==> src/hw/rtl/dmsrc_pkg.sv <==
`default_nettype none

package dmsrc_pkg;

    // Sizes fixed by the field widths
    localparam int ADDR_W      = 32;
    localparam int LEN_W       = 24;
    localparam int OFFS_W      = 15;
    localparam int BIDX_W      = 6;
    localparam int TAG_BITS    = 8;
    localparam int CFG_IDX_W   = 2;
    localparam int CFG_DATA_W  = 6;
    localparam int SPAN_W      = 25;
    localparam int REMAIN_W    = 7;

    // Default for the top-level parameter
    localparam int MAX_BLOCKS_DEF = 64;

    // Tag value of a block that holds nothing
    localparam logic [TAG_BITS-1:0] TAG_EMPTY = '1;

    // Configuration register indexes
    localparam logic [CFG_IDX_W-1:0] CFG_CACHE_ON    = 2'd0;
    localparam logic [CFG_IDX_W-1:0] CFG_SIZE_LOG2   = 2'd1;
    localparam logic [CFG_IDX_W-1:0] CFG_COUNT_LOG2  = 2'd2;
    localparam logic [CFG_IDX_W-1:0] CFG_EXTRA       = 2'd3;

    // Configuration reset values
    localparam logic       RST_CACHE_ON   = 1'b1;
    localparam logic [3:0] RST_SIZE_LOG2  = 4'd9;
    localparam logic [2:0] RST_COUNT_LOG2 = 3'd4;
    localparam logic [5:0] RST_EXTRA      = 6'd0;
    localparam logic [2:0] COUNT_LOG2_MAX = 3'd6;

    // Controller states
    typedef enum logic [2:0] {
        ST_IDLE,
        ST_DECODE,
        ST_READ,
        ST_CHECK,
        ST_SEND
    } state_t;

    // Commands from controller to datapath
    typedef struct packed {
        logic accept;
        logic decode;
        logic read;
        logic check;
    } dp_cmd_t;

    // Status from datapath to controller
    typedef struct packed {
        logic go_cache;
        logic last;
    } dp_sts_t;

endpackage

`default_nettype wire

==> src/hw/rtl/dmsrc_ctrl.sv <==
`default_nettype none

module dmsrc_ctrl
    import dmsrc_pkg::*;
(
    input  wire logic    clk,
    input  wire logic    rst_n,
    input  wire logic    in_valid,
    output logic         in_stall,
    output logic         out_valid,
    input  wire logic    out_stall,
    output dp_cmd_t      cmd,
    input  wire dp_sts_t sts
);

    state_t state_reg;
    state_t state_next;

    // Hold state
    always_ff @(posedge clk or negedge rst_n)
    begin
        if (!rst_n)
        begin
            state_reg <= ST_IDLE;
        end
        else
        begin
            state_reg <= state_next;
        end
    end

    // Next state
    always_comb
    begin
        state_next = state_reg;
        case (state_reg)
            ST_IDLE:
            begin
                if (in_valid)
                begin
                    state_next = ST_DECODE;
                end
            end
            ST_DECODE:
            begin
                state_next = sts.go_cache ? ST_READ : ST_SEND;
            end
            ST_READ:
            begin
                state_next = ST_CHECK;
            end
            ST_CHECK:
            begin
                state_next = ST_SEND;
            end
            ST_SEND:
            begin
                if (!out_stall)
                begin
                    state_next = sts.last ? ST_IDLE : ST_CHECK;
                end
            end
            default:
            begin
                state_next = ST_IDLE;
            end
        endcase
    end

    // Outputs and datapath commands
    always_comb
    begin
        in_stall   = 1'b1;
        out_valid  = 1'b0;
        cmd        = '0;
        case (state_reg)
            ST_IDLE:
            begin
                in_stall   = 1'b0;
                cmd.accept = in_valid;
            end
            ST_DECODE:
            begin
                cmd.decode = 1'b1;
            end
            ST_READ:
            begin
                cmd.read = 1'b1;
            end
            ST_CHECK:
            begin
                cmd.check = 1'b1;
            end
            ST_SEND:
            begin
                out_valid = 1'b1;
                // Start the next block's tag read as this transfer completes
                cmd.read  = !out_stall && !sts.last;
            end
            default:
            begin
                in_stall = 1'b1;
            end
        endcase
    end

`ifndef SYNTHESIS
    a_stall_busy: assert property (@(posedge clk) disable iff (!rst_n)
        (state_reg != ST_IDLE) |-> in_stall)
        else $error("input taken while busy");

    a_no_overlap: assert property (@(posedge clk) disable iff (!rst_n)
        !(out_valid && !in_stall))
        else $error("input open while a result is pending");

    a_next_block: assert property (@(posedge clk) disable iff (!rst_n)
        (state_reg == ST_SEND && !out_stall && !sts.last) |=> (state_reg == ST_CHECK))
        else $error("span walk stopped before last block");

    a_done_idle: assert property (@(posedge clk) disable iff (!rst_n)
        (state_reg == ST_SEND && !out_stall && sts.last) |=> (state_reg == ST_IDLE))
        else $error("request did not finish on last transfer");
`endif

endmodule

`default_nettype wire

==> src/hw/rtl/dmsrc_dp.sv <==
`default_nettype none

module dmsrc_dp
    import dmsrc_pkg::*;
#(
    parameter int MAX_BLOCKS = MAX_BLOCKS_DEF
)
(
    input  wire logic                  clk,
    input  wire logic                  rst_n,
    input  wire logic                  cfg_we,
    input  wire logic [CFG_IDX_W-1:0]  cfg_index,
    input  wire logic [CFG_DATA_W-1:0] cfg_data,
    input  wire logic [ADDR_W-1:0]     read_address,
    input  wire logic [LEN_W-1:0]      read_length,
    input  wire dp_cmd_t               cmd,
    output dp_sts_t                    sts,
    output logic                       bypass,
    output logic                       fill,
    output logic [BIDX_W-1:0]          block_index,
    output logic [ADDR_W-1:0]          fetch_address,
    output logic [LEN_W-1:0]           fetch_length,
    output logic [OFFS_W-1:0]          start_offset,
    output logic                       last
);

    localparam int BLK_W = (MAX_BLOCKS > 1) ? $clog2(MAX_BLOCKS) : 1;
    localparam logic [REMAIN_W-1:0] MAXB = REMAIN_W'(MAX_BLOCKS);

    // Configuration
    logic       cache_on_reg;
    logic [3:0] size_log2_reg;
    logic [2:0] count_log2_reg;
    logic [5:0] extra_reg;

    // Request and walk registers
    logic [ADDR_W-1:0]   addr_reg;
    logic [LEN_W-1:0]    len_reg;
    logic [OFFS_W-1:0]   offs_reg;
    logic [BIDX_W-1:0]   blk_reg;
    logic [REMAIN_W-1:0] remain_reg;
    logic [TAG_BITS-1:0] tag_reg;

    // Tag store with per-block valid bits
    logic [TAG_BITS-1:0] tag_mem [MAX_BLOCKS];
    logic                vld_reg [MAX_BLOCKS];
    logic [TAG_BITS-1:0] rd_tag_reg;
    logic                rd_vld_reg;

    // Result register
    logic                bypass_reg;
    logic                fill_reg;
    logic [BIDX_W-1:0]   bidx_reg;
    logic [ADDR_W-1:0]   faddr_reg;
    logic [LEN_W-1:0]    flen_reg;
    logic [OFFS_W-1:0]   soff_reg;
    logic                last_reg;

    // Decode signals
    logic [2:0]          cnt_log2;
    logic [4:0]          cs;
    logic [OFFS_W-1:0]   mask;
    logic [OFFS_W-1:0]   offset;
    logic [ADDR_W-1:0]   addr_shr;
    logic [BIDX_W-1:0]   index;
    logic [SPAN_W-1:0]   span_sum;
    logic [SPAN_W-1:0]   span;
    logic [REMAIN_W-1:0] total_raw;
    logic [REMAIN_W-1:0] total;
    logic                fits;
    logic                len_zero;
    logic [TAG_BITS-1:0] tag_dec;
    logic [ADDR_W-1:0]   tag_shl;

    // Check signals
    logic [BLK_W-1:0]    mem_addr;
    logic [TAG_BITS-1:0] cur_tag;
    logic                miss;
    logic [ADDR_W-1:0]   fill_addr;
    logic [LEN_W-1:0]    blk_bytes;

    // Split the request address and size the span
    always_comb
    begin
        cnt_log2  = (count_log2_reg > COUNT_LOG2_MAX) ? COUNT_LOG2_MAX : count_log2_reg;
        cs        = {1'b0, size_log2_reg} + {2'b0, cnt_log2};
        mask      = ~({OFFS_W{1'b1}} << size_log2_reg);
        offset    = addr_reg[OFFS_W-1:0] & mask;
        addr_shr  = addr_reg >> size_log2_reg;
        index     = addr_shr[BIDX_W-1:0] & ~({BIDX_W{1'b1}} << cnt_log2);
        span_sum  = {10'b0, offset} + {1'b0, len_reg} + {10'b0, mask};
        span      = span_sum >> size_log2_reg;
        total_raw = (REMAIN_W'(1) << cnt_log2) + {1'b0, extra_reg};
        total     = (total_raw > MAXB) ? MAXB : total_raw;
        fits      = ({20'b0, index} + {1'b0, span}) <= {19'b0, total};
        len_zero  = (len_reg == '0);
        tag_shl   = addr_reg >> cs;
        tag_dec   = tag_shl[TAG_BITS-1:0];
    end

    // Compare one block's stored tag and form its fill address
    always_comb
    begin
        mem_addr  = blk_reg[BLK_W-1:0];
        cur_tag   = rd_vld_reg ? rd_tag_reg : TAG_EMPTY;
        miss      = (cur_tag != tag_reg);
        fill_addr = ({26'b0, blk_reg} << size_log2_reg) + ({24'b0, tag_reg} << cs);
        blk_bytes = LEN_W'(1) << size_log2_reg;
    end

    assign sts.go_cache = cache_on_reg && !len_zero && fits;
    assign sts.last     = last_reg;

    // Write configuration registers
    always_ff @(posedge clk or negedge rst_n)
    begin
        if (!rst_n)
        begin
            cache_on_reg   <= RST_CACHE_ON;
            size_log2_reg  <= RST_SIZE_LOG2;
            count_log2_reg <= RST_COUNT_LOG2;
            extra_reg      <= RST_EXTRA;
        end
        else if (cfg_we)
        begin
            case (cfg_index)
                CFG_CACHE_ON:   cache_on_reg   <= cfg_data[0];
                CFG_SIZE_LOG2:  size_log2_reg  <= cfg_data[3:0];
                CFG_COUNT_LOG2: count_log2_reg <= cfg_data[2:0];
                CFG_EXTRA:      extra_reg      <= cfg_data[5:0];
                default:        cache_on_reg   <= cache_on_reg;
            endcase
        end
    end

    // Capture the request, decode it, then advance through the span
    always_ff @(posedge clk)
    begin
        if (cmd.accept)
        begin
            addr_reg <= read_address;
            len_reg  <= read_length;
        end
        if (cmd.decode)
        begin
            offs_reg   <= offset;
            blk_reg    <= index;
            remain_reg <= span[REMAIN_W-1:0];
            tag_reg    <= tag_dec;
        end
        else if (cmd.check)
        begin
            blk_reg    <= blk_reg + BIDX_W'(1);
            remain_reg <= remain_reg - REMAIN_W'(1);
        end
    end

    // Load the result register
    always_ff @(posedge clk)
    begin
        if (cmd.decode && !sts.go_cache)
        begin
            if (cache_on_reg && len_zero)
            begin
                bypass_reg <= 1'b0;
                fill_reg   <= 1'b0;
                bidx_reg   <= index;
                faddr_reg  <= '0;
                flen_reg   <= '0;
                soff_reg   <= offset;
            end
            else
            begin
                bypass_reg <= 1'b1;
                fill_reg   <= 1'b0;
                bidx_reg   <= '0;
                faddr_reg  <= addr_reg;
                flen_reg   <= len_reg;
                soff_reg   <= '0;
            end
            last_reg <= 1'b1;
        end
        else if (cmd.check)
        begin
            bypass_reg <= 1'b0;
            fill_reg   <= miss;
            bidx_reg   <= blk_reg;
            faddr_reg  <= miss ? fill_addr : '0;
            flen_reg   <= miss ? blk_bytes : '0;
            soff_reg   <= offs_reg;
            last_reg   <= (remain_reg == REMAIN_W'(1));
        end
    end

    // Tag memory: registered read, write on a fill
    always_ff @(posedge clk)
    begin
        if (cmd.read)
        begin
            rd_tag_reg <= tag_mem[mem_addr];
        end
        if (cmd.check && miss)
        begin
            tag_mem[mem_addr] <= tag_reg;
        end
    end

    // Valid bits: an unwritten block reads as empty
    always_ff @(posedge clk or negedge rst_n)
    begin
        if (!rst_n)
        begin
            for (int i = 0; i < MAX_BLOCKS; i++)
            begin
                vld_reg[i] <= 1'b0;
            end
            rd_vld_reg <= 1'b0;
        end
        else
        begin
            if (cmd.read)
            begin
                rd_vld_reg <= vld_reg[mem_addr];
            end
            if (cmd.check && miss)
            begin
                vld_reg[mem_addr] <= 1'b1;
            end
        end
    end

    assign bypass        = bypass_reg;
    assign fill          = fill_reg;
    assign block_index   = bidx_reg;
    assign fetch_address = faddr_reg;
    assign fetch_length  = flen_reg;
    assign start_offset  = soff_reg;
    assign last          = last_reg;

`ifndef SYNTHESIS
    a_check_in_range: assert property (@(posedge clk) disable iff (!rst_n)
        cmd.check |-> ({1'b0, blk_reg} < MAXB))
        else $error("span walk left the tag store");

    a_check_cached: assert property (@(posedge clk) disable iff (!rst_n)
        cmd.check |=> !bypass_reg)
        else $error("cached block marked as bypass");

    a_last_block: assert property (@(posedge clk) disable iff (!rst_n)
        (cmd.check && remain_reg == REMAIN_W'(1)) |=> last_reg)
        else $error("final block not marked last");

    a_fill_stores: assert property (@(posedge clk) disable iff (!rst_n)
        (cmd.check && miss) |=> vld_reg[$past(mem_addr)])
        else $error("fill did not mark block valid");
`endif

endmodule

`default_nettype wire

==> src/hw/rtl/direct_mapped_span_read_cache_top.sv <==
// Sequence: a cached request passes through decode, tag-store read and tag compare before
//   its first result; a bypass or zero-length request goes from decode straight to its result.
// Requests: one at a time; each further spanned block's registered tag-store read starts as the
//   previous result is taken, followed by the tag compare. An output stall holds the walk.
// Reset: asynchronous, active low; configuration returns to its defaults and all
//   block tags read as empty (255) through per-block valid bits, with no clearing pass.
`default_nettype none

module direct_mapped_span_read_cache_top
    import dmsrc_pkg::*;
#(
    parameter int MAX_BLOCKS = MAX_BLOCKS_DEF
)
(
    input  wire logic                  clk,
    input  wire logic                  rst_n,
    input  wire logic                  cfg_we,
    input  wire logic [CFG_IDX_W-1:0]  cfg_index,
    input  wire logic [CFG_DATA_W-1:0] cfg_data,
    input  wire logic                  in_valid,
    output logic                       in_stall,
    input  wire logic [ADDR_W-1:0]     read_address,
    input  wire logic [LEN_W-1:0]      read_length,
    output logic                       out_valid,
    input  wire logic                  out_stall,
    output logic                       bypass,
    output logic                       fill,
    output logic [BIDX_W-1:0]          block_index,
    output logic [ADDR_W-1:0]          fetch_address,
    output logic [LEN_W-1:0]           fetch_length,
    output logic [OFFS_W-1:0]          start_offset,
    output logic                       last
);

    dp_cmd_t cmd;
    dp_sts_t sts;

    // Sequence each request
    dmsrc_ctrl u_ctrl (
        .clk       (clk),
        .rst_n     (rst_n),
        .in_valid  (in_valid),
        .in_stall  (in_stall),
        .out_valid (out_valid),
        .out_stall (out_stall),
        .cmd       (cmd),
        .sts       (sts)
    );

    // Decode, tag store and result register
    dmsrc_dp #(
        .MAX_BLOCKS (MAX_BLOCKS)
    ) u_dp (
        .clk           (clk),
        .rst_n         (rst_n),
        .cfg_we        (cfg_we),
        .cfg_index     (cfg_index),
        .cfg_data      (cfg_data),
        .read_address  (read_address),
        .read_length   (read_length),
        .cmd           (cmd),
        .sts           (sts),
        .bypass        (bypass),
        .fill          (fill),
        .block_index   (block_index),
        .fetch_address (fetch_address),
        .fetch_length  (fetch_length),
        .start_offset  (start_offset),
        .last          (last)
    );

endmodule

`default_nettype wire

==> config.mk <==
export PLATFORM = sky130hd
export DESIGN_NAME = direct_mapped_span_read_cache_top
export DESIGN_NICKNAME = d
export VERILOG_FILES = /design/src/hw/rtl/dmsrc_pkg.sv /design/src/hw/rtl/dmsrc_ctrl.sv /design/src/hw/rtl/dmsrc_dp.sv /design/src/hw/rtl/direct_mapped_span_read_cache_top.sv
export SDC_FILE = /design/constraint.sdc
export NUM_CORES = 1
export LEC_CHECK = 0
export ABC_AREA = 1
export BUFFER_PORTS_ARGS = -buffer_cell sky130_fd_sc_hd__buf_2
export CORE_ASPECT_RATIO = 0.8
export CORE_MARGIN = 2
export CORE_UTILIZATION = 60
export CTS_BUF_LIST = sky130_fd_sc_hd__clkbuf_2 sky130_fd_sc_hd__clkbuf_4 sky130_fd_sc_hd__clkbuf_8
export DETAILED_ROUTE_END_ITERATION = 12
export HOLD_SLACK_MARGIN = 0.03
export PLACE_DENSITY = 0.76
export SLEW_MARGIN = 20
export SYNTH_ARGS = -nofsm -noshare
export SYNTH_HDL_FRONTEND = slang
export SYNTH_SLANG_ARGS = --single-unit
export TNS_END_PERCENT = 20
==> constraint.sdc <==
create_clock -name clk -period 11.6 [get_ports clk]
set_input_delay 0.58 -clock clk [delete_from_list [all_inputs] [get_ports clk]]
set_output_delay 0.58 -clock clk [all_outputs]
set_load 0.01 [all_outputs]
# ---- Word level (Yosys, flattened, before mapping)
# Memories as Yosys holds them, arrays and structs flattened. A register that Yosys moved wholly into a read port is not among the register bits.
# Index checks and enable logic that the tools add are counted.
dict set report totals {
  memories 1
  elab_cells 186
  mem_bits_rw 512
  register_bits 254
}
# memory words word_bits read_ports rd_clocked_by_memory_dff write_ports line
set memory_table {}
lappend memory_table {u_dp.tag_mem 64 8 1 1 1 dmsrc_dp.sv:45} ;# logic [TAG_BITS-1:0] tag_mem [MAX_BLOCKS];
dict set report op_classes {
  reduce_logical 21
  magnitude_cmp 5
  eq_ne 11
  n_addsub 8
  bitwise_logic 6
  n_shift 9
  n_mux 42
}
# cell count
set op_table {}
lappend op_table {{2-to-1 mux 32 bit} 4}
lappend op_table {{2-to-1 mux 24 bit} 4}
lappend op_table {{OR 64 bit} 1}
lappend op_table {{2-to-1 mux 15 bit} 3}
lappend op_table {{adder 32 bit} 1}
lappend op_table {{left shift 6 x 4 -> 32 bit} 1}
lappend op_table {{left shift 8 x 5 -> 32 bit} 1}
lappend op_table {{>> shifter 32 x 4 -> 6 bit} 1}
lappend op_table {{>> shifter 32 x 5 -> 8 bit} 1}
lappend op_table {{2-to-1 mux 6 bit} 5}
lappend op_table {{adder 6 x 25 -> 26 bit} 1}
lappend op_table {{less-or-equal comparator 26 x 7 -> 1 bit} 1}
lappend op_table {{adder 15 x 24 -> 25 bit} 1}
lappend op_table {{adder 25 x 15 -> 25 bit} 1}
lappend op_table {{>> shifter 25 x 4 -> 25 bit} 1}
lappend op_table {{zero test 24 bit} 1}
lappend op_table {{left shift 1 x 4 -> 24 bit, first input constant} 1}
lappend op_table {{2-to-1 mux 7 bit} 3}
lappend op_table {{bitwise AND 15 bit} 1}
lappend op_table {{NOT 15 bit} 1}
lappend op_table {{case mux 3 bit (5 select lines)} 1}
lappend op_table {{left shift 15 x 4 -> 15 bit, first input constant} 1}
lappend op_table {{2-to-1 mux 1 bit} 13}
lappend op_table {{2-to-1 mux 3 bit} 4}
lappend op_table {{32 further kinds} 49}

# ---- Logic depth before layout (Yosys ltp)
dict set report logic_depth {
  ltp_word 12
  mapped_depth 55
}

# ---- Modules after synthesis
# A second synthesis with hierarchy kept.
dict set report hier_totals {
  hier_cells 3772
  hier_area_um2 37952.6
}
# module seq_area_each_um2 cells_each area_each_um2 instances
set by_module_without_submodules {}
lappend by_module_without_submodules {dmsrc_dp 22741.8 3740 37746.2 1}
lappend by_module_without_submodules {dmsrc_ctrl 75.1 32 206.4 1}

# ---- Worst setup path before layout
# Ideal clock, no wire load.
dict set report synth_timing {
  path_kind {reg-to-reg}
  from {register u_dp.size_log2_reg[0]}
  to {register u_dp.bidx_reg[0] (netlist: u_dp.block_index[0]) (enable)}
  required_ns 10.813
  synth_period_minus_slack_ns 8.660
  path_slack_ns 2.940
  stages_incl_launch_ff 52
  t_arrival_ns 7.873
  cell_sequence {dfstp_2 -> buf_2 -> buf_1 -> nor2_1 -> inv_1 -> clkbuf_1 -> nor2_1 -> nor2_1 -> ha_1 -> or2_2 -> ha_1 -> inv_1 -> fa_1 -> inv_1 -> nand2_1 -> nand2_1 -> and2_1 -> nand2_1 -> (+16 left out) -> nand2_1 -> nor2_1 -> o21ai_0 -> inv_1 -> o21a_1 -> o21ai_0 -> nand3b_1 -> a21oi_1 -> nand2_1 -> nor2_1 -> nand2_1 -> nor2_1 -> nand2_1 -> nor2_4 -> nand3_4 -> nand2_4 -> buf_4 -> nand2_1}
}
dict set report synth_between {
  elab_chain_cells 12
  elab_cells_between_ends 14
}
# item line
set synth_rtl {}
lappend synth_rtl {{from (decl)} dmsrc_dp.sv:32} ;# logic [3:0] size_log2_reg;
lappend synth_rtl {{from (signal assigned)} dmsrc_dp.sv:128} ;# CFG_SIZE_LOG2: size_log2_reg <= cfg_data[3:0];
lappend synth_rtl {{left shift 15 x 4 -> 15 bit} dmsrc_dp.sv:87} ;# mask = ~({OFFS_W{1'b1}} << size_log2_reg);
lappend synth_rtl {{NOT 15 bit} dmsrc_dp.sv:87}
lappend synth_rtl {{bitwise AND 15 bit} dmsrc_dp.sv:88} ;# offset = addr_reg[OFFS_W-1:0] & mask;
lappend synth_rtl {{adder 15 x 24 -> 25 bit} dmsrc_dp.sv:91} ;# span_sum = {10'b0, offset} + {1'b0, len_reg} + {10'b0, mask};
lappend synth_rtl {{adder 25 x 15 -> 25 bit} dmsrc_dp.sv:91}
lappend synth_rtl {{>> shifter 25 x 4 -> 25 bit} dmsrc_dp.sv:92} ;# span = span_sum >> size_log2_reg;
lappend synth_rtl {{adder 6 x 25 -> 26 bit *} dmsrc_dp.sv:95} ;# fits = ({20'b0, index} + {1'b0, span}) <= {19'b0, total};
lappend synth_rtl {{less-or-equal comparator 26 x 7 -> 1 bit *} dmsrc_dp.sv:95}
lappend synth_rtl {{logical AND 1 bit *} dmsrc_dp.sv:111} ;# assign sts.go_cache = cache_on_reg && !len_zero && fits;
lappend synth_rtl {{zero test 1 bit *} dmsrc_dp.sv:161} ;# if (cmd.decode && !sts.go_cache)
lappend synth_rtl {{logical AND 1 bit *} dmsrc_dp.sv:161}
lappend synth_rtl {{nonzero test 2 bit (no source line) *} -}
lappend synth_rtl {{to (signal assigned)} dmsrc_dp.sv:167} ;# bidx_reg <= index;
lappend synth_rtl {{to (signal assigned)} dmsrc_dp.sv:187} ;# bidx_reg <= blk_reg;
lappend synth_rtl {{to (decl)} dmsrc_dp.sv:53} ;# logic [BIDX_W-1:0] bidx_reg;
# Mark *: on every way between the ends. The rest lies on a longest branch, timed or not.
# A chain may end at the register's enable or synchronous reset.

# ---- Worst setup path after layout
dict set report layout_timing {
  from {register u_dp.size_log2_reg[2]}
  to {register u_dp.soff_reg[4] (netlist: u_dp.start_offset[4]), data pin}
}
dict set report layout_between {
  elab_chain_cells 12
  elab_cells_between_ends 15
}
# item line
set layout_rtl {}
lappend layout_rtl {{left shift 15 x 4 -> 15 bit} dmsrc_dp.sv:87}
lappend layout_rtl {{NOT 15 bit} dmsrc_dp.sv:87}
lappend layout_rtl {{bitwise AND 15 bit} dmsrc_dp.sv:88}
lappend layout_rtl {{adder 15 x 24 -> 25 bit} dmsrc_dp.sv:91}
lappend layout_rtl {{adder 25 x 15 -> 25 bit} dmsrc_dp.sv:91}
lappend layout_rtl {{>> shifter 25 x 4 -> 25 bit} dmsrc_dp.sv:92}
lappend layout_rtl {{adder 6 x 25 -> 26 bit} dmsrc_dp.sv:95}
lappend layout_rtl {{less-or-equal comparator 26 x 7 -> 1 bit} dmsrc_dp.sv:95}
lappend layout_rtl {{logical AND 1 bit} dmsrc_dp.sv:111}
lappend layout_rtl {{zero test 1 bit} dmsrc_dp.sv:161}
lappend layout_rtl {{logical AND 1 bit} dmsrc_dp.sv:161}
lappend layout_rtl {{2-to-1 mux 15 bit *} dmsrc_dp.sv:161}
lappend layout_rtl {{to (signal assigned)} dmsrc_dp.sv:170} ;# soff_reg <= offset;
lappend layout_rtl {{to (signal assigned)} dmsrc_dp.sv:190} ;# soff_reg <= offs_reg;
lappend layout_rtl {{to (decl)} dmsrc_dp.sv:56} ;# logic [OFFS_W-1:0] soff_reg;
# Marked as above.

==> flow_summary.json <==
{
  "drc": 0,
  "cts-root-buf": "clkbuf_8",
  "core_area_um2": 62700,
  "drt_iter0_drc": 4458,
  "synth_edf_count": 690,
  "gp_congestion": 1.02,
  "p_sw_mw": 4.19,
  "numCtsBuffers": 114,
  "dieArea_um2": 65500,
  "routedWlPerCell_um": 22.1,
  "synth_fa_ha_area_share_pct": 2.76,
  "cp.required_ns": 12.20,
  "ys_types": 64,
  "finalNonFillerCells": 4906,
  "ys_dominant_reg_cell": "edfxtp_1",
  "pwr-share-clk_pct": 22.8,
  "rsz0062_at_grt": "false",
  "synth_compound_area_share_pct": 10.6,
  "critPathMaxStageDelay_ns": 0.65,
  "antenna_left": 0,
  "synth-async-reset-ratio_pct": 10.6,
  "placedInstanceArea_um2": 39600,
  "critPathMaxFanout": 71,
  "cp.buffers_inverters": 10,
  "status": "complete, no violations",
  "critPathTopFamily": "simple AND/OR/NAND/NOR gates",
  "grt_pass1_wl_um": 163000,
  "hpwl_um": 71200,
  "grt_max_degree": 79,
  "gr-total-overflow": 0,
  "dp_cells": 4633,
  "synth_xor_xnor_area_share_pct": 1.24,
  "r2r-start": "u_dp.size_log2_reg[2]",
  "min_from": "cfg_data[5]",
  "postCtsSetupBuffers": 0,
  "h-tree-depth": 3,
  "synth-simple-area-share_pct": 20.0,
  "crit_path_top_delay_cell": "buf_4",
  "fin_total_pwr_mw": 10.4,
  "clock.fmax_ghz": 0.111,
  "power_switching_share_pct": 40.4,
  "area_growth_pct": 12.1,
  "fin_crit_ns": 9.04,
  "fin_nets": 4116,
  "grt_antenna_before_repair": 1,
  "netlist_area_um2": 38100,
  "critPathLaunchType": "register",
  "crit_top_cell": "nand2_1",
  "cts_tree": "built",
  "drv_cap": 0,
  "drt-total-wl_um": 108000,
  "drtPass1Iterations": 6,
  "routed_via_density": 6.12,
  "grt_usage_pct": 32.7,
  "finalHoldViolations": 0,
  "holdPathStages": 2,
  "p_leak_nw": 16.9,
  "numPortBuffers": 150,
  "synth.area.mux_share_pct": 0.480,
  "dieHeight_um": 229,
  "worstSetupEndpointType": "register",
  "whs_ns": 0.0918,
  "worst_pin_slew_ns": 1.09,
  "die_w_um": 286,
  "initial_utilization_pct": 60.7,
  "multi_input_area_um2": 13400,
  "reg2regPathDepth": 50,
  "max_slew_margin_pct": 27.3,
  "antenna_cells": 0,
  "hold_class": "in2reg",
  "clk_pin_slew_worst_paths_ns": 0.06,
  "sequentialPowerShare_pct": 37.4,
  "drv_slew": 0,
  "worstSkewPairLatency_ns": 0.75,
  "drive_gt1_share_pct": 12.7,
  "syn_avg_cell_area_um2": 10.1,
  "yosys_warnings": 0,
  "ys_ff_latch": 774,
  "path_class": "reg2reg",
  "synth_cells": 3774,
  "ys_seq_area_share_pct": 60.0,
  "grt_pass1_vias": 27900,
  "fin_area_um2": 42600,
  "synth_top_family_by_area": "simple AND/OR/NAND/NOR gates",
  "rr_endpoint": "u_dp.start_offset[4]",
  "p_int_mw": 6.20,
  "regToRegSetupSlack_ns": 2.56,
  "setup_viol": 0,
  "setup_tns_ns": 0,
  "fp-row-count": 82,
  "regArea_um2": 22800,
  "power.density_nw_per_um2": 244,
  "largest_register_ff_count": 512,
  "nFillCells": 4700,
  "clockBufferDepth": 3,
  "clock_skew_ns": 0.0444,
  "ir_drop_mv": 0.157,
  "min_to": "u_dp.extra_reg[5]",
  "synth_nets": 3924,
  "crit_arrival_ns": 9.64,
  "dr_total_vias": 30000,
  "combPwrFrac_pct": 39.9,
  "cts_sinks": 774,
  "ios": 151,
  "min_period_over_period_pct": 77.9
}
## stage by stage
step / setup slack, ns / utilization, %
floorplan: 2.94 / -
global placement: 2.94 / 63.1
detailed placement: 2.78 / 63.1
CTS: 2.74 / 68.0
global route: 1.86 / 68.0
finish: 2.56 / 68.0
## Yosys cell counts (4+ instances only)
| cell | n | area (um2) |
|---|---|---|
| clkinv_1 | 10 | 37.5 |
| o21ai_0 | 219 | 1100 |
| nor3_1 | 53 | 265 |
| a22oi_1 | 82 | 616 |
| nor2_2 | 8 | 50.1 |
| nor2_1 | 314 | 1180 |
| dfrtp_1 | 78 | 1950 |
| o22ai_1 | 32 | 200 |
| nand3_2 | 7 | 70.1 |
| a221oi_1 | 74 | 648 |
| or2_2 | 41 | 257 |
| o211ai_1 | 12 | 90.1 |
| buf_1 | 31 | 116 |
| o41ai_1 | 4 | 35.0 |
| inv_1 | 271 | 1020 |
| nand3_1 | 256 | 1280 |
| xnor2_1 | 19 | 166 |
| ha_1 | 76 | 951 |
| edfxtp_1 | 690 | 20700 |
| o21bai_1 | 7 | 52.6 |
| o221ai_1 | 4 | 35.0 |
| o31ai_1 | 6 | 45.0 |
| o21ai_1 | 6 | 30.0 |
| nor4_1 | 9 | 56.3 |
| a22o_1 | 61 | 534 |
| o2111ai_1 | 5 | 43.8 |
| buf_6 | 6 | 67.6 |
| buf_2 | 6 | 30.0 |
| nand2_1 | 913 | 3430 |
| fa_1 | 5 | 100 |
| nand2_2 | 10 | 62.6 |
| inv_2 | 16 | 60.1 |
| dfstp_2 | 4 | 105 |
| a21oi_1 | 78 | 390 |
| xor2_1 | 35 | 307 |
| nor2_4 | 5 | 56.3 |
| mux2i_1 | 16 | 160 |
| nand4_1 | 83 | 519 |
| nand3b_1 | 39 | 293 |
| buf_4 | 7 | 52.6 |
| clkbuf_1 | 137 | 514 |
| a31oi_1 | 5 | 31.3 |
## worst max-delay path by stage
stage / startpoint / to / cells past startpoint
after floorplan: u_dp.size_log2_reg[0] / u_dp.block_index[0] / 51
after CTS: u_dp.size_log2_reg[2] / u_dp.fetch_address[6] / 48
after detailed placement: u_dp.size_log2_reg[2] / u_dp.fetch_address[31] / 48
final: u_dp.size_log2_reg[2] / u_dp.start_offset[4] / 50
after global routing: u_dp.size_log2_reg[2] / u_dp.fetch_address[3] / 50
after global placement: u_dp.size_log2_reg[2] / u_dp.fetch_address[31] / 48
## power groups by stage
stage,Sequential (mW),Clock [mW],Combinational (mW)
finish,3.88,2.37,4.14
global route,3.90,2.50,4.53
CTS,3.88,2.38,4.05
detailed placement,3.93,0,4.02
global placement,3.93,0,3.97
floorplan,4.03,0,2.55
## kinds of logic after synthesis
| logic type | after synthesis |
|---|---|
| AO/OA/AOI/OAI | 615 |
| multiplexers | 18 |
| AND/OR/NAND/NOR | 1748 |
| adder cells (fa/ha/maj) | 81 |
| buffers and inverters | 484 |
| XOR/XNOR | 54 |
| flip-flops | 774 |
## final cells by class
class,instances,share of cell area (%)
multi-input combinational,2516,31.5
inverter,297,2.61
sequential,774,53.5
timing repair buffer,263,4.09
clock inverter,41,0.813
clock buffer,175,5.02
tap,840,2.47
## cells in the final DEF (no fill, tap or decap), types with 8 or more instances in the layout
master,count
buf_4,57
nand3b_1,39
nor4_1,9
nor2_1,311
inv_1,271
o211ai_1,12
nor2_4,8
dlygate4sd3_1,57
a221oi_1,74
nand3_1,256
ha_1,75
nor2_2,8
clkinv_1,27
nor3_2,8
o22ai_1,32
clkbuf_8,132
mux2i_1,16
nor3_1,46
nand4_1,83
nand2_2,10
inv_2,16
a21oi_1,78
edfxtp_1,690
clkbuf_4,43
a22o_1,61
o21ai_0,218
xor2_1,34
buf_2,149
clkinv_2,15
dfrtp_1,77
xnor2_1,19
or2_2,41
a22oi_1,82
nand2_1,912
## repair_timing
| action | in CTS | in global routing |
|---|---|---|
| resized for setup | 0 | 0 |
| endpoints found under the hold margin | 76 | 0 |
| hold buffers | 57 | 0 |
## per-layer routing
metal  GRT usage (%)  part of all wire, %
met5               0                0.012
met4            9.38                  2.7
met3            7.49                   12
met2            47.4                   43
met1            49.5                   42
Note: power is estimated with default switching activity, not from simulation.
